[config.mk]
export PLATFORM = sky130hd
export DESIGN_NAME = cpcr_ndiv
export DESIGN_NICKNAME = d
export VERILOG_FILES = /design/src/rtl/core/circle_pair_collision_response_macros.svh /design/src/rtl/core/cpcr_pkg.sv /design/src/rtl/core/cpcr_ndiv.sv
export SDC_FILE = /design/constraint.sdc
export NUM_CORES = 2
export LEC_CHECK = 0
export BUFFER_PORTS_ARGS = -buffer_cell sky130_fd_sc_hd__buf_2
export CAP_MARGIN = 5
export CORE_MARGIN = 5
export CORE_UTILIZATION = 40
export DETAILED_ROUTE_END_ITERATION = 12
export PLACE_DENSITY = 0.67
export SLEW_MARGIN = 25
export SYNTH_ARGS = -nofsm -noshare
export SYNTH_HDL_FRONTEND = slang
export SYNTH_SLANG_ARGS = --single-unit
[constraint.sdc]
create_clock -name clk -period 5.7 [get_ports clk]
set_input_delay 1.14 -clock clk [delete_from_list [all_inputs] [get_ports clk]]
set_output_delay 1.14 -clock clk [all_outputs]
set_load 0.02 [all_outputs]
[src/rtl/core/circle_pair_collision_response_macros.svh]
// ----------------------------------------------------------------------------
// Circle pair collision response: assertion macros
// Immediate-consequence and next-cycle checks, clocked on clk, off in reset.
// ----------------------------------------------------------------------------
`ifndef CIRCLE_PAIR_COLLISION_RESPONSE_MACROS_SVH
`define CIRCLE_PAIR_COLLISION_RESPONSE_MACROS_SVH

// ante holds -> cons holds in the same cycle
`define CPCR_ASSERT_IMP(lbl, ante, cons) \
  lbl: assert property (@(posedge clk) disable iff (rst) (ante) |-> (cons)) \
    else $error("circle pair collision response: check failed");

// ante holds -> cons holds in the next cycle
`define CPCR_ASSERT_NXT(lbl, ante, cons) \
  lbl: assert property (@(posedge clk) disable iff (rst) (ante) |=> (cons)) \
    else $error("circle pair collision response: check failed");

`endif

[src/rtl/core/cpcr_pkg.sv]
// ----------------------------------------------------------------------------
// Circle pair collision response: shared package
// Payload structs, pipeline sideband structs and small arithmetic helpers.
// ----------------------------------------------------------------------------
package cpcr_pkg;

  localparam logic signed [39:0] SAT_MAX = 40'sd2147483647;
  localparam logic signed [39:0] SAT_MIN = -40'sd2147483648;

  typedef struct packed {
    logic signed [31:0] first_pos_x;
    logic signed [31:0] first_pos_y;
    logic signed [31:0] first_vel_x;
    logic signed [31:0] first_vel_y;
    logic        [7:0]  first_radius;
    logic signed [31:0] second_pos_x;
    logic signed [31:0] second_pos_y;
    logic signed [31:0] second_vel_x;
    logic signed [31:0] second_vel_y;
    logic        [7:0]  second_radius;
  } pair_t;

  typedef struct packed {
    logic signed [31:0] new_first_pos_x;
    logic signed [31:0] new_first_pos_y;
    logic signed [31:0] new_first_vel_x;
    logic signed [31:0] new_first_vel_y;
    logic signed [31:0] new_second_pos_x;
    logic signed [31:0] new_second_pos_y;
    logic signed [31:0] new_second_vel_x;
    logic signed [31:0] new_second_vel_y;
    logic               collided;
  } resp_t;

  // travels alongside the square root
  typedef struct packed {
    pair_t       item;
    logic        neg_x;
    logic        neg_y;
    logic [32:0] mag_x;
    logic [32:0] mag_y;
    logic [8:0]  rsum;   // r1 + r2 + 1
  } root_side_t;

  // travels alongside the normal divider
  typedef struct packed {
    pair_t       item;
    logic        neg_x;
    logic        neg_y;
    logic        hit;
    logic        dzero;
    logic [31:0] sep;    // half the remaining overlap
  } norm_side_t;

  function automatic logic signed [31:0] sat32(input logic signed [39:0] v);
    logic signed [31:0] r;
    if (v > SAT_MAX) r = SAT_MAX[31:0];
    else if (v < SAT_MIN) r = SAT_MIN[31:0];
    else r = v[31:0];
    return r;
  endfunction

  // one restoring division step: {quotient bit, new remainder}
  function automatic logic [34:0] div_step(input logic [33:0] cur, input logic [32:0] dvsr);
    logic [33:0] dx;
    logic        ge;
    dx = {1'b0, dvsr};
    ge = cur >= dx;
    return {ge, ge ? cur - dx : cur};
  endfunction

endpackage

[src/rtl/core/cpcr_ndiv.sv]
// ----------------------------------------------------------------------------
// Circle pair collision response: unit normal divider
// Two restoring dividers in lockstep, |d|*2^F / root, one quotient bit a stage.
// ----------------------------------------------------------------------------
module cpcr_ndiv import cpcr_pkg::*; #(
  parameter int FB = 16,
  parameter int SW = 1
) (
  input  logic          clk,
  input  logic          rst,
  input  logic          en,
  input  logic          vin,
  input  logic [32:0]   mag_x,
  input  logic [32:0]   mag_y,
  input  logic [32:0]   denom,
  input  logic [SW-1:0] side_in,
  output logic          vout,
  output logic [FB:0]   quo_x,
  output logic [FB:0]   quo_y,
  output logic [SW-1:0] side_out
);

  localparam int NS = FB + 1;

  logic          v  [NS+1];
  logic [33:0]   rx [NS+1];
  logic [33:0]   ry [NS+1];
  logic [FB:0]   qx [NS+1];
  logic [FB:0]   qy [NS+1];
  logic [32:0]   dv [NS+1];
  logic [SW-1:0] sd [NS+1];

  assign v[0]  = vin;
  assign rx[0] = {1'b0, mag_x};
  assign ry[0] = {1'b0, mag_y};
  assign qx[0] = '0;
  assign qy[0] = '0;
  assign dv[0] = denom;
  assign sd[0] = side_in;

  for (genvar j = 0; j < NS; j++) begin : g_st
    logic [33:0] cur_x;
    logic [33:0] cur_y;
    logic [34:0] stx;
    logic [34:0] sty;

    // first step takes the integer part as is, later steps bring in a zero
    if (j == 0) begin : g_first
      assign cur_x = rx[j];
      assign cur_y = ry[j];
    end else begin : g_rest
      assign cur_x = {rx[j][32:0], 1'b0};
      assign cur_y = {ry[j][32:0], 1'b0};
    end

    assign stx = div_step(cur_x, dv[j]);
    assign sty = div_step(cur_y, dv[j]);

    always_ff @(posedge clk) begin
      if (rst) begin
        v[j+1] <= 1'b0;
      end else if (en) begin
        v[j+1] <= v[j];
      end
    end

    always_ff @(posedge clk) begin
      if (en) begin
        rx[j+1] <= stx[33:0];
        ry[j+1] <= sty[33:0];
        qx[j+1] <= {qx[j][FB-1:0], stx[34]};
        qy[j+1] <= {qy[j][FB-1:0], sty[34]};
        dv[j+1] <= dv[j];
        sd[j+1] <= sd[j];
      end
    end
  end

  assign vout     = v[NS];
  assign quo_x    = qx[NS];
  assign quo_y    = qy[NS];
  assign side_out = sd[NS];

endmodule

==> results by group <==
GRT
  – Pin count of the biggest net entering global routing: 169
  – Initial antenna violation count: 2
  – Total GRT Usage: 20.22%
  – Vias in the first global route: 94813
  – Total congestion overflow: 0
  – First-pass GRT wire length: 529900 um

Floorplanning
  – Die area: 330100 um^2
  – Row cnt: 207
  – Die height: 574.6 um
  – Die width: 574.6 um
  – IO Pins: 140
  – Starting Density: 40.12%
  – Core ar.: 317800 um^2

Detailed routing
  – Per-cell routed wire length: 20.68 um
  – Drt initial violations: 5371
  – Top Layer Used: met4
  – Metal3 WL: 11190 um
  – Drt first pass iters: 6
  – Post-DR vias/cell: 5.543
  – Remaining routing DRC violations: 0
  – Via count: 92795
  – DR WL met2: 186000 um
  – Final ANT Viol Nets: 0
  – Met1 WL: 124900 um
  – Routed WL: 346200 um

Synthesis
  – Top FF cell, synth: edfxtp_1
  – #FFs+latches synth: 1924
  – Yosys cell types: 104
  – Total of warnings raised by yosys: 0
  – Syn avg cell area: 10.39 um^2
  – Cell count after synthesis: 12270
  – Fraction of registers with async set/reset: 0%
  – Number of synthesized flops with an enable pin: 1907
  – Register area share after synthesis: 45.18%
  – Post-synth net total: 13526
  – Mapped cell area: 127500 um^2

Worst setup path
  – Register-to-Register Path Depth: 12
  – Data required, critical path: 6280 ps
  – Worst setup path category: flop to flop
  – Reg2reg start: dv[297]
  – CP Capture Type: flop
  – FF-to-FF End: g_st[9].cur_x[14]
  – FF-to-FF setup slack: 1080 ps
  – CP Max Fanout: 21
  – Critical Path AT: 5200 ps
  – Crit path launch type: flop

Timing
  – Final Setup Violations: 0
  – Hold Fails Final Rpt: 0
  – Tcrit/Tclk final: 81.05%
  – Slew headroom: 17.51%
  – Max Fclk: 0.2165 GHz
  – Slew Limit Fails: 0
  – Final clock skew: 141.5 ps
  – Actual slew at the worst max-slew pin: 1220 ps
  – RSZ-0062 raised after global routing: false
  – Setup TNS: 0 ps
  – Period minus WS final: 4620 ps

Cells and area
  – Commonest cells after routing, fill and taps aside: edfxtp_1, ha_1, a21oi_1
  – Area Overhead vs Synth: 10.07%
  – Commonest non-fill, non-tap cell in the layout: edfxtp_1
  – Layout cells sized above 1: 8.717%
  – Fin nets: 13634
  – Antenna cells: 0
  – Post-Route Utilization: 44.16%

Power and ir drop
  – VDD IR max: 0.3216 mV
  – Combinational share of power: 52.6%
  – Internal: 0.05008 W
  – Leak: 57.32 nW
  – Switching fraction of total power: 40.60%
  – Sequential power share: 30.3%
  – P_sw: 0.03423 W
  – Clk pwr share: 17.1%
  – Power Density: 600.7 nW/um^2

Flow run
  – Max-cap violations: 0

Placement
  – Final GP Congestion: 0.9699
  – DP HPWL: 275800 um
  – Port buffer count: 139

Worst hold path
  – Hold EP: qy[72]
  – Worst hold path cell count: 0
  – Hold/Removal Path Class: flop to flop
  – HP Start: qy[88]

Clock network
  – Setup bufs post-CTS: 0
  – Clock insertion delay at the later pin of the skew report: 960 ps
  – Post-CTS sizing: 0
  – Total number of H-tree levels: 4
  – Clock sink total: 1924
  – Total CTS buffers: 223
  – Root buf cell: clkbuf_16
  – CTS tree: built
  – Cts hold-fix bufs: 0
  – Worst-path clk slew: 60 ps
  – Clock buffer depth: 4

Run status
  – Outcome: finished, final reports clean
[sequential cells by signal, summed over array words and instances, names as in the netlist]
signal      cells
dv            528
g_st.cur_x    528
g_st.cur_y    528
quo_x          17
quo_y          17
qx            136
qy            136
sd             16
side_out        1
v              16
vout            1
[stage by stage]
stage	hold WS (ps)	worst slack [ps]	area, um^2	power, W	std cells
2_1_floorplan	400.3	1540	127500	0.05748	12270
3_3_place_gp	400.6	589.3	133000	0.06930	16333
3_5_place_dp	404.5	606.1	133000	0.06956	16333
4_1_cts	308.1	1076	140300	0.08444	16742
5_1_grt	339.5	818.2	140300	0.09002	16742
6_report	349.7	1080	140300	0.08430	16742
[layout make-up]
class                      count  area [um^2]
timing repair buffer         239         1712
inverter                     836         3138
multi-input combinational   9154        65310
tap                         4180         5230
sequential                  1924        57610
clock buffer                 260         5826
fill                       29816       177500
clock inverter               149         1523
[synthesized netlist by cell type (34+ instances only)]
cell type | instances | area [um^2]
and2_1 | 73 | 456.7
nand2_1 | 948 | 3558
and4_1 | 34 | 297.8
o31a_1 | 41 | 359.1
edfxtp_1 | 1907 | 57260
or2_2 | 41 | 256.5
nor2_1 | 793 | 2977
a31oi_1 | 132 | 825.8
and3_1 | 126 | 788.3
xor2_1 | 322 | 2820
clkbuf_1 | 210 | 788.3
nor3_1 | 171 | 855.8
a211oi_1 | 86 | 645.6
nand2b_1 | 161 | 1007
a21o_1 | 585 | 4392
nor2b_1 | 165 | 1032
ha_1 | 1120 | 14010
mux2i_1 | 54 | 540.5
xnor2_1 | 544 | 4765
nand4_1 | 170 | 1064
nand3_1 | 160 | 800.8
o21a_1 | 155 | 1164
o31ai_1 | 90 | 675.7
o21ai_0 | 847 | 4239
a21oi_1 | 1105 | 5530
buf_4 | 43 | 322.8
inv_1 | 834 | 3131
buf_2 | 75 | 375.4
mux2_2 | 369 | 4155
mux2_4 | 34 | 510.5
o211ai_1 | 80 | 600.6
o21bai_1 | 154 | 1156
[critical path: stages, from the launching register on]
cell	delay [ps]
edfxtp_1	510
fa_1	520
nor2b_1	190
o311ai_1	200
a31oi_1	380
o2111ai_1	170
a21o_1	240
o211ai_1	440
nand2_1	240
nand2_1	150
a311o_2	450
buf_4	400
mux2_2	390
[worst max path at each step]
stage / start / to / cells past startpoint
detailed placement: denom[1] / g_st[1].cur_x[9] / 13
finish: dv[297] / g_st[9].cur_x[14] / 12
global route: dv[530] / g_st[2].cur_y[9] / 12
global placement: denom[1] / g_st[1].cur_x[9] / 13
floorplan: denom[1] / g_st[1].cur_x[14] / 13
CTS: dv[330] / g_st[8].cur_y[19] / 10
[kinds of logic (layout without fill, tap and decap cells)]
group,after synthesis,in the layout,share of synthesized area (%)
compound gates,3664,3664,18.16
fa+ha+maj,1152,1152,11.49
simple gates,2983,2983,11.09
buf+inv,1192,1484,3.764
xor+xnor,866,866,5.949
flops,1924,1924,45.18
mux,489,489,4.366
[power groups by stage]
stage | sequential, W | combinational, W | clock [W]
3_5_place_dp | 0.0258 | 0.0438 | 0
5_1_grt | 0.0259 | 0.0487 | 0.0154
4_1_cts | 0.0255 | 0.0441 | 0.0148
6_report | 0.0255 | 0.0444 | 0.0144
3_3_place_gp | 0.0258 | 0.0435 | 0
2_1_floorplan | 0.0241 | 0.0334 | 0
[metal layers]
metal / global-route usage [%] / vias to the layer above
met5: 0 / -
met4: 12.07 / 0
met3: 2.138 / 906
met2: 39.83 / 2175
met1: 20.20 / 43947
li1: - / 45767
Note: power is estimated with default switching activity, not from simulation.
