[config.mk]
export PLATFORM = sky130hd
export DESIGN_NAME = cpcr_isqrt
export DESIGN_NICKNAME = d
export VERILOG_FILES = /design/src/rtl/core/circle_pair_collision_response_macros.svh /design/src/rtl/core/cpcr_pkg.sv /design/src/rtl/core/cpcr_isqrt.sv
export SDC_FILE = /design/constraint.sdc
export NUM_CORES = 2
export LEC_CHECK = 0
export BUFFER_PORTS_ARGS = -buffer_cell sky130_fd_sc_hd__buf_2
export CORE_UTILIZATION = 64
export DETAILED_ROUTE_END_ITERATION = 10
export GPL_TIMING_DRIVEN = 0
export HOLD_SLACK_MARGIN = 0.06
export PLACE_DENSITY = 0.91
export REMOVE_ABC_BUFFERS = 1
export SYNTH_ARGS = -nofsm -noshare
export SYNTH_HDL_FRONTEND = slang
export SYNTH_SLANG_ARGS = --single-unit
[constraint.sdc]
create_clock -name clk -period 4.2 [get_ports clk]
set_input_delay 0.21 -clock clk [delete_from_list [all_inputs] [get_ports clk]]
set_output_delay 0.21 -clock clk [all_outputs]
set_load 0.05 [all_outputs]
[src/rtl/core/circle_pair_collision_response_macros.svh]
// ----------------------------------------------------------------------------
// Circle pair collision response: assertion macros
// Immediate-consequence and next-cycle checks, clocked on clk, off in reset.
// ----------------------------------------------------------------------------
`ifndef CIRCLE_PAIR_COLLISION_RESPONSE_MACROS_SVH
`define CIRCLE_PAIR_COLLISION_RESPONSE_MACROS_SVH

// ante holds -> cons holds in the same cycle
`define CPCR_ASSERT_IMP(lbl, ante, cons) \
  lbl: assert property (@(posedge clk) disable iff (rst) (ante) |-> (cons)) \
    else $error("circle pair collision response: check failed");

// ante holds -> cons holds in the next cycle
`define CPCR_ASSERT_NXT(lbl, ante, cons) \
  lbl: assert property (@(posedge clk) disable iff (rst) (ante) |=> (cons)) \
    else $error("circle pair collision response: check failed");

`endif

[src/rtl/core/cpcr_pkg.sv]
// ----------------------------------------------------------------------------
// Circle pair collision response: shared package
// Payload structs, pipeline sideband structs and small arithmetic helpers.
// ----------------------------------------------------------------------------
package cpcr_pkg;

  localparam logic signed [39:0] SAT_MAX = 40'sd2147483647;
  localparam logic signed [39:0] SAT_MIN = -40'sd2147483648;

  typedef struct packed {
    logic signed [31:0] first_pos_x;
    logic signed [31:0] first_pos_y;
    logic signed [31:0] first_vel_x;
    logic signed [31:0] first_vel_y;
    logic        [7:0]  first_radius;
    logic signed [31:0] second_pos_x;
    logic signed [31:0] second_pos_y;
    logic signed [31:0] second_vel_x;
    logic signed [31:0] second_vel_y;
    logic        [7:0]  second_radius;
  } pair_t;

  typedef struct packed {
    logic signed [31:0] new_first_pos_x;
    logic signed [31:0] new_first_pos_y;
    logic signed [31:0] new_first_vel_x;
    logic signed [31:0] new_first_vel_y;
    logic signed [31:0] new_second_pos_x;
    logic signed [31:0] new_second_pos_y;
    logic signed [31:0] new_second_vel_x;
    logic signed [31:0] new_second_vel_y;
    logic               collided;
  } resp_t;

  // travels alongside the square root
  typedef struct packed {
    pair_t       item;
    logic        neg_x;
    logic        neg_y;
    logic [32:0] mag_x;
    logic [32:0] mag_y;
    logic [8:0]  rsum;   // r1 + r2 + 1
  } root_side_t;

  // travels alongside the normal divider
  typedef struct packed {
    pair_t       item;
    logic        neg_x;
    logic        neg_y;
    logic        hit;
    logic        dzero;
    logic [31:0] sep;    // half the remaining overlap
  } norm_side_t;

  function automatic logic signed [31:0] sat32(input logic signed [39:0] v);
    logic signed [31:0] r;
    if (v > SAT_MAX) r = SAT_MAX[31:0];
    else if (v < SAT_MIN) r = SAT_MIN[31:0];
    else r = v[31:0];
    return r;
  endfunction

  // one restoring division step: {quotient bit, new remainder}
  function automatic logic [34:0] div_step(input logic [33:0] cur, input logic [32:0] dvsr);
    logic [33:0] dx;
    logic        ge;
    dx = {1'b0, dvsr};
    ge = cur >= dx;
    return {ge, ge ? cur - dx : cur};
  endfunction

endpackage

[src/rtl/core/cpcr_isqrt.sv]
// ----------------------------------------------------------------------------
// Circle pair collision response: pipelined integer square root
// One root bit per stage over a 66-bit radicand; sideband rides along.
// ----------------------------------------------------------------------------
module cpcr_isqrt import cpcr_pkg::*; #(
  parameter int SW = 1
) (
  input  logic          clk,
  input  logic          rst,
  input  logic          en,
  input  logic          vin,
  input  logic [65:0]   radicand,
  input  logic [SW-1:0] side_in,
  output logic          vout,
  output logic [32:0]   root,
  output logic          rem_zero,
  output logic [SW-1:0] side_out
);

  localparam int NS = 33;

  logic          v   [NS+1];
  logic [65:0]   nsh [NS+1];
  logic [32:0]   rt  [NS+1];
  logic [34:0]   rm  [NS+1];
  logic [SW-1:0] sd  [NS+1];

  assign v[0]   = vin;
  assign nsh[0] = radicand;
  assign rt[0]  = '0;
  assign rm[0]  = '0;
  assign sd[0]  = side_in;

  for (genvar k = 0; k < NS; k++) begin : g_st
    logic [36:0] acc;
    logic [36:0] trial;
    logic [36:0] diff;
    logic        ge;

    assign acc   = {rm[k], nsh[k][65:64]};
    assign trial = {2'b00, rt[k], 2'b01};
    assign ge    = acc >= trial;
    assign diff  = acc - trial;

    always_ff @(posedge clk) begin
      if (rst) begin
        v[k+1] <= 1'b0;
      end else if (en) begin
        v[k+1] <= v[k];
      end
    end

    always_ff @(posedge clk) begin
      if (en) begin
        nsh[k+1] <= {nsh[k][63:0], 2'b00};
        rt[k+1]  <= {rt[k][31:0], ge};
        rm[k+1]  <= ge ? diff[34:0] : acc[34:0];
        sd[k+1]  <= sd[k];
      end
    end
  end

  assign vout     = v[NS];
  assign root     = rt[NS];
  assign rem_zero = (rm[NS] == '0);
  assign side_out = sd[NS];

endmodule

==> flow_metrics.tcl <==
set metrics [dict create \
    status "finished with violations" \
    violations "DRC" \
    synthToLayoutAreaGrowth_pct 12.0 \
    cts-root-buf "clkbuf_16" \
    layout_setup_ws_ns 0.118 \
    min_from "radicand[64]" \
    grt_pass1_wl_mm 436 \
    cts_inserted_buffers 298 \
    via_per_inst 6.09 \
    post-route-min-period_ns 4.08 \
    clkLatencyLatePin_ns 0.95 \
    cts_sinks 2785 \
    worst_path_largest_cell_delay_ns 0.43 \
    reg2reg_to "rm[4]$_DFFE_PP_" \
    power_mw 80.9 \
    rows 164 \
    finalCritPeriodShare 0.972 \
    dp_hpwl_mm 187 \
    fillCellCount 12600 \
    die_h_um 451 \
    ys_ff_latch 2785 \
    die-area_mm2 0.204 \
    grt.overflow.total 0 \
    startpoint_type "flip-flop" \
    antenna_found_initial 3 \
    cap_violations 0 \
    clock.fmax_mhz 245 \
    dpl_cell_area_mm2 0.133 \
    holdPathEnd "g_st[1].acc[3]$_DFFE_PP_" \
    io_buffers 106 \
    clk_path_buf_depth 4 \
    multi_input_area_mm2 0.0428 \
    routed_wl_mm 280 \
    critPathArrivalTime_ns 4.74 \
    dp.cells 12700 \
    crit_fanout 33 \
    cts_tree "done" \
    grt_pass1_vias 80400 \
    num_io_pins 107 \
    crit_start "g_st[32].acc[4]$_DFFE_PP_" \
    synthCells 10100 \
    avgSynthCellArea_um2 12.8 \
    relSlewSlack 0.291 \
    endpoint_kind "flip-flop" \
    path_cells "ha_1 > or3_1 > o221a_2 > a211oi_1 > o31ai_1 > a31oi_2 > nor4_2 > o41ai_2 > buf_4 > nor2b_4 > buf_16 > mux2_2" \
    setup_viol 0 \
    ys_warn_count 0 \
    power_density_mw_per_mm2 559 \
    hold_class "in -> reg" \
    critPathSlowestCell "or3_1" \
    post-route-cell-area_mm2 0.145 \
    die_w_um 451 \
    core_mm2 0.200 \
    final_common_cell "edfxtp_1" \
    skew_ns 0.0762 \
    crit_required_ns 4.86 \
    synth_seq_area_share 0.645 \
    clk_pin_slew_worst_paths_ns 0.06 \
    h-tree-depth 5 \
    drc_errors 14 \
    rr_worst_depth 12 \
    layout-drive-gt1-share 0.0789 \
    irDropWorstVdd_mv 0.500 \
    synth_cell_types 85 \
    place.gp.congestion 0.926 \
    nets 11100 \
    instances_no_fill 13300 \
    hold_viol_final 0 \
    antenna_left 0 \
    reg2reg_from "g_st[32].acc[4]$_DFFE_PP_" \
    worstSetupPathType "reg -> reg" \
    finalSetupTns_ns 0 \
    final_max_slew_viol_count 0 \
    drt-pass1-iter-count 10 \
    yosys_most_used_dff "edfxtp_1" \
    initial_core_util 0.646 \
    final_cell_mix "2752 x edfxtp_1, 769 x inv_1, 675 x nand2_1" \
    synthArstFlopShare 0 \
    post-place-ws_ns -0.945 \
    synth_area_mm2 0.129 \
    routedWlPerCell_um 21.0 \
    drtIter0Drc 8493 \
    track_usage 0.271 \
    num_vias 81300 \
    worst_pin_slew_ns 1.05 \
    holdPathStages 3 \
    synth-edff-count 2752 \
    grt_max_degree 189 \
    reg2reg_slack_ns 0.12 \
    p_leak_nw 55.5 \
    final-seq-area_mm2 0.0833 \
]
==> through the flow <==
stage          hold WS [ns]  utilization
6_report              0.132        0.723
3_3_place_gp          0.386        0.661
5_1_grt               0.120        0.723
4_1_cts              0.0697        0.721
3_5_place_dp          0.388        0.666
2_1_floorplan         0.282            -
==> routing by layer <==
| metal | up-vias | wire, µm | global-route usage | part of all wire |
|---|---|---|---|---|
| met5 | - | 0 | 0 | 0 |
| met2 | 3241 | 143000 | 0.479 | 0.51 |
| met3 | 809 | 16600 | 0.0392 | 0.059 |
| li1 | 38000 | - | - | - |
| met1 | 39200 | 109000 | 0.334 | 0.39 |
| met4 | 0 | 11700 | 0.111 | 0.042 |
==> sequential cells by signal (all words and copies together) (netlist names) <==
| signal | count |
|---|---|
| g_st.acc | 1131 |
| g_st.trial | 528 |
| nsh | 992 |
| rm | 35 |
| root | 33 |
| sd | 32 |
| side_out | 1 |
| v | 32 |
| vout | 1 |
==> report_power, final <==
group,internal [mW],switching (mW),leakage (nW)
clock network,15.1,10.6,4.57
registers,35.3,2.43,26.8
logic,7.20,10.3,24.2
==> repair_timing <==
item | 4_1_cts | 5_1_grt
gates resized for setup | 38 | 53
endpoints found under the setup margin | 163 | 203
hold buffers | 140 | 0
gates cloned | 4 | 6
hold endpoints to repair | 216 | 0
pin swaps | 7 | 17
buffers inserted | 6 | 13
==> synthesized netlist by cell type (12+ instances only) <==
cell / number / share of area
a31oi_1: 54 / 0.0026
nand2b_1: 122 / 0.0059
and3_1: 55 / 0.0027
a21o_1: 260 / 0.015
nor4_1: 151 / 0.0073
nor3_1: 272 / 0.011
inv_1: 771 / 0.022
nor4b_1: 12 / 0.00081
o31ai_1: 71 / 0.0041
o31a_1: 14 / 0.00095
and4_1: 12 / 0.00081
buf_1: 15 / 0.00044
ha_1: 598 / 0.058
clkbuf_1: 189 / 0.0055
a21oi_1: 661 / 0.026
o21a_1: 95 / 0.0055
or4_1: 58 / 0.0034
nand2_1: 675 / 0.020
mux2i_1: 48 / 0.0037
xor2_1: 490 / 0.033
a211oi_1: 46 / 0.0027
edfxtp_1: 2752 / 0.64
o21bai_1: 56 / 0.0033
xnor2_1: 422 / 0.029
o21ai_0: 543 / 0.021
o41ai_1: 19 / 0.0013
nor3b_1: 19 / 0.0011
or2_2: 53 / 0.0026
nand3b_1: 17 / 0.00099
and2_1: 27 / 0.0013
or3_1: 119 / 0.0058
nor2b_1: 84 / 0.0041
dfxtp_1: 33 / 0.0051
a211o_1: 20 / 0.0014
mux2_2: 84 / 0.0073
a21boi_0: 29 / 0.0017
nor2_1: 658 / 0.019
o211ai_1: 24 / 0.0014
nand4_1: 106 / 0.0051
nand3_1: 153 / 0.0059
==> kinds of logic (layout without fill, tap and decap cells) <==
family,Yosys count,count (layout),synth area share
AO/OA/AOI/OAI,2029,2034,0.0963
XOR/XNOR,912,912,0.0618
adder cells (fa/ha/maj),598,598,0.0579
buffers and inverters,979,1595,0.0286
flip-flops,2785,2785,0.645
multiplexers,132,132,0.0110
other,1,3,0.0000290
AND/OR/NAND/NOR,2625,2628,0.0994
==> final cells by class <==
type                    count  area share
repair inverters            1   0.0000519
well taps                2656      0.0230
repair buffers            312      0.0203
inverters                 771      0.0201
diodes                      2   0.0000346
clock buffers             357      0.0543
clock inverters           154      0.0108
flip-flops and latches   2785       0.576
multi-input cells        6305       0.296
==> how the worst max path moves through the flow <==
stage                     slack, ns  depth (start not counted)                          to
final                          0.12                         12             rm[4]$_DFFE_PP_
after global routing        -0.0003                         12   g_st[20].acc[4]$_DFFE_PP_
after CTS                     -0.01                         10  g_st[30].acc[36]$_DFFE_PP_
after detailed placement      -0.94                         10  g_st[30].acc[36]$_DFFE_PP_
after global placement       -38.86                          1         nsh[1610]$_DFFE_PP_
after floorplan               -2.85                         11  g_st[32].acc[19]$_DFFE_PP_
==> critical path, delay by kind of cell, from the launching register on <==
family	cells	cell delay [ns]
AND/OR/NAND/NOR	3	0.82
flip-flops	1	0.40
AO/OA/AOI/OAI	5	1.55
multiplexers	1	0.35
adder cells (fa/ha/maj)	1	0.27
buffers and inverters	2	0.41
Power figures use the tool's default switching activity.
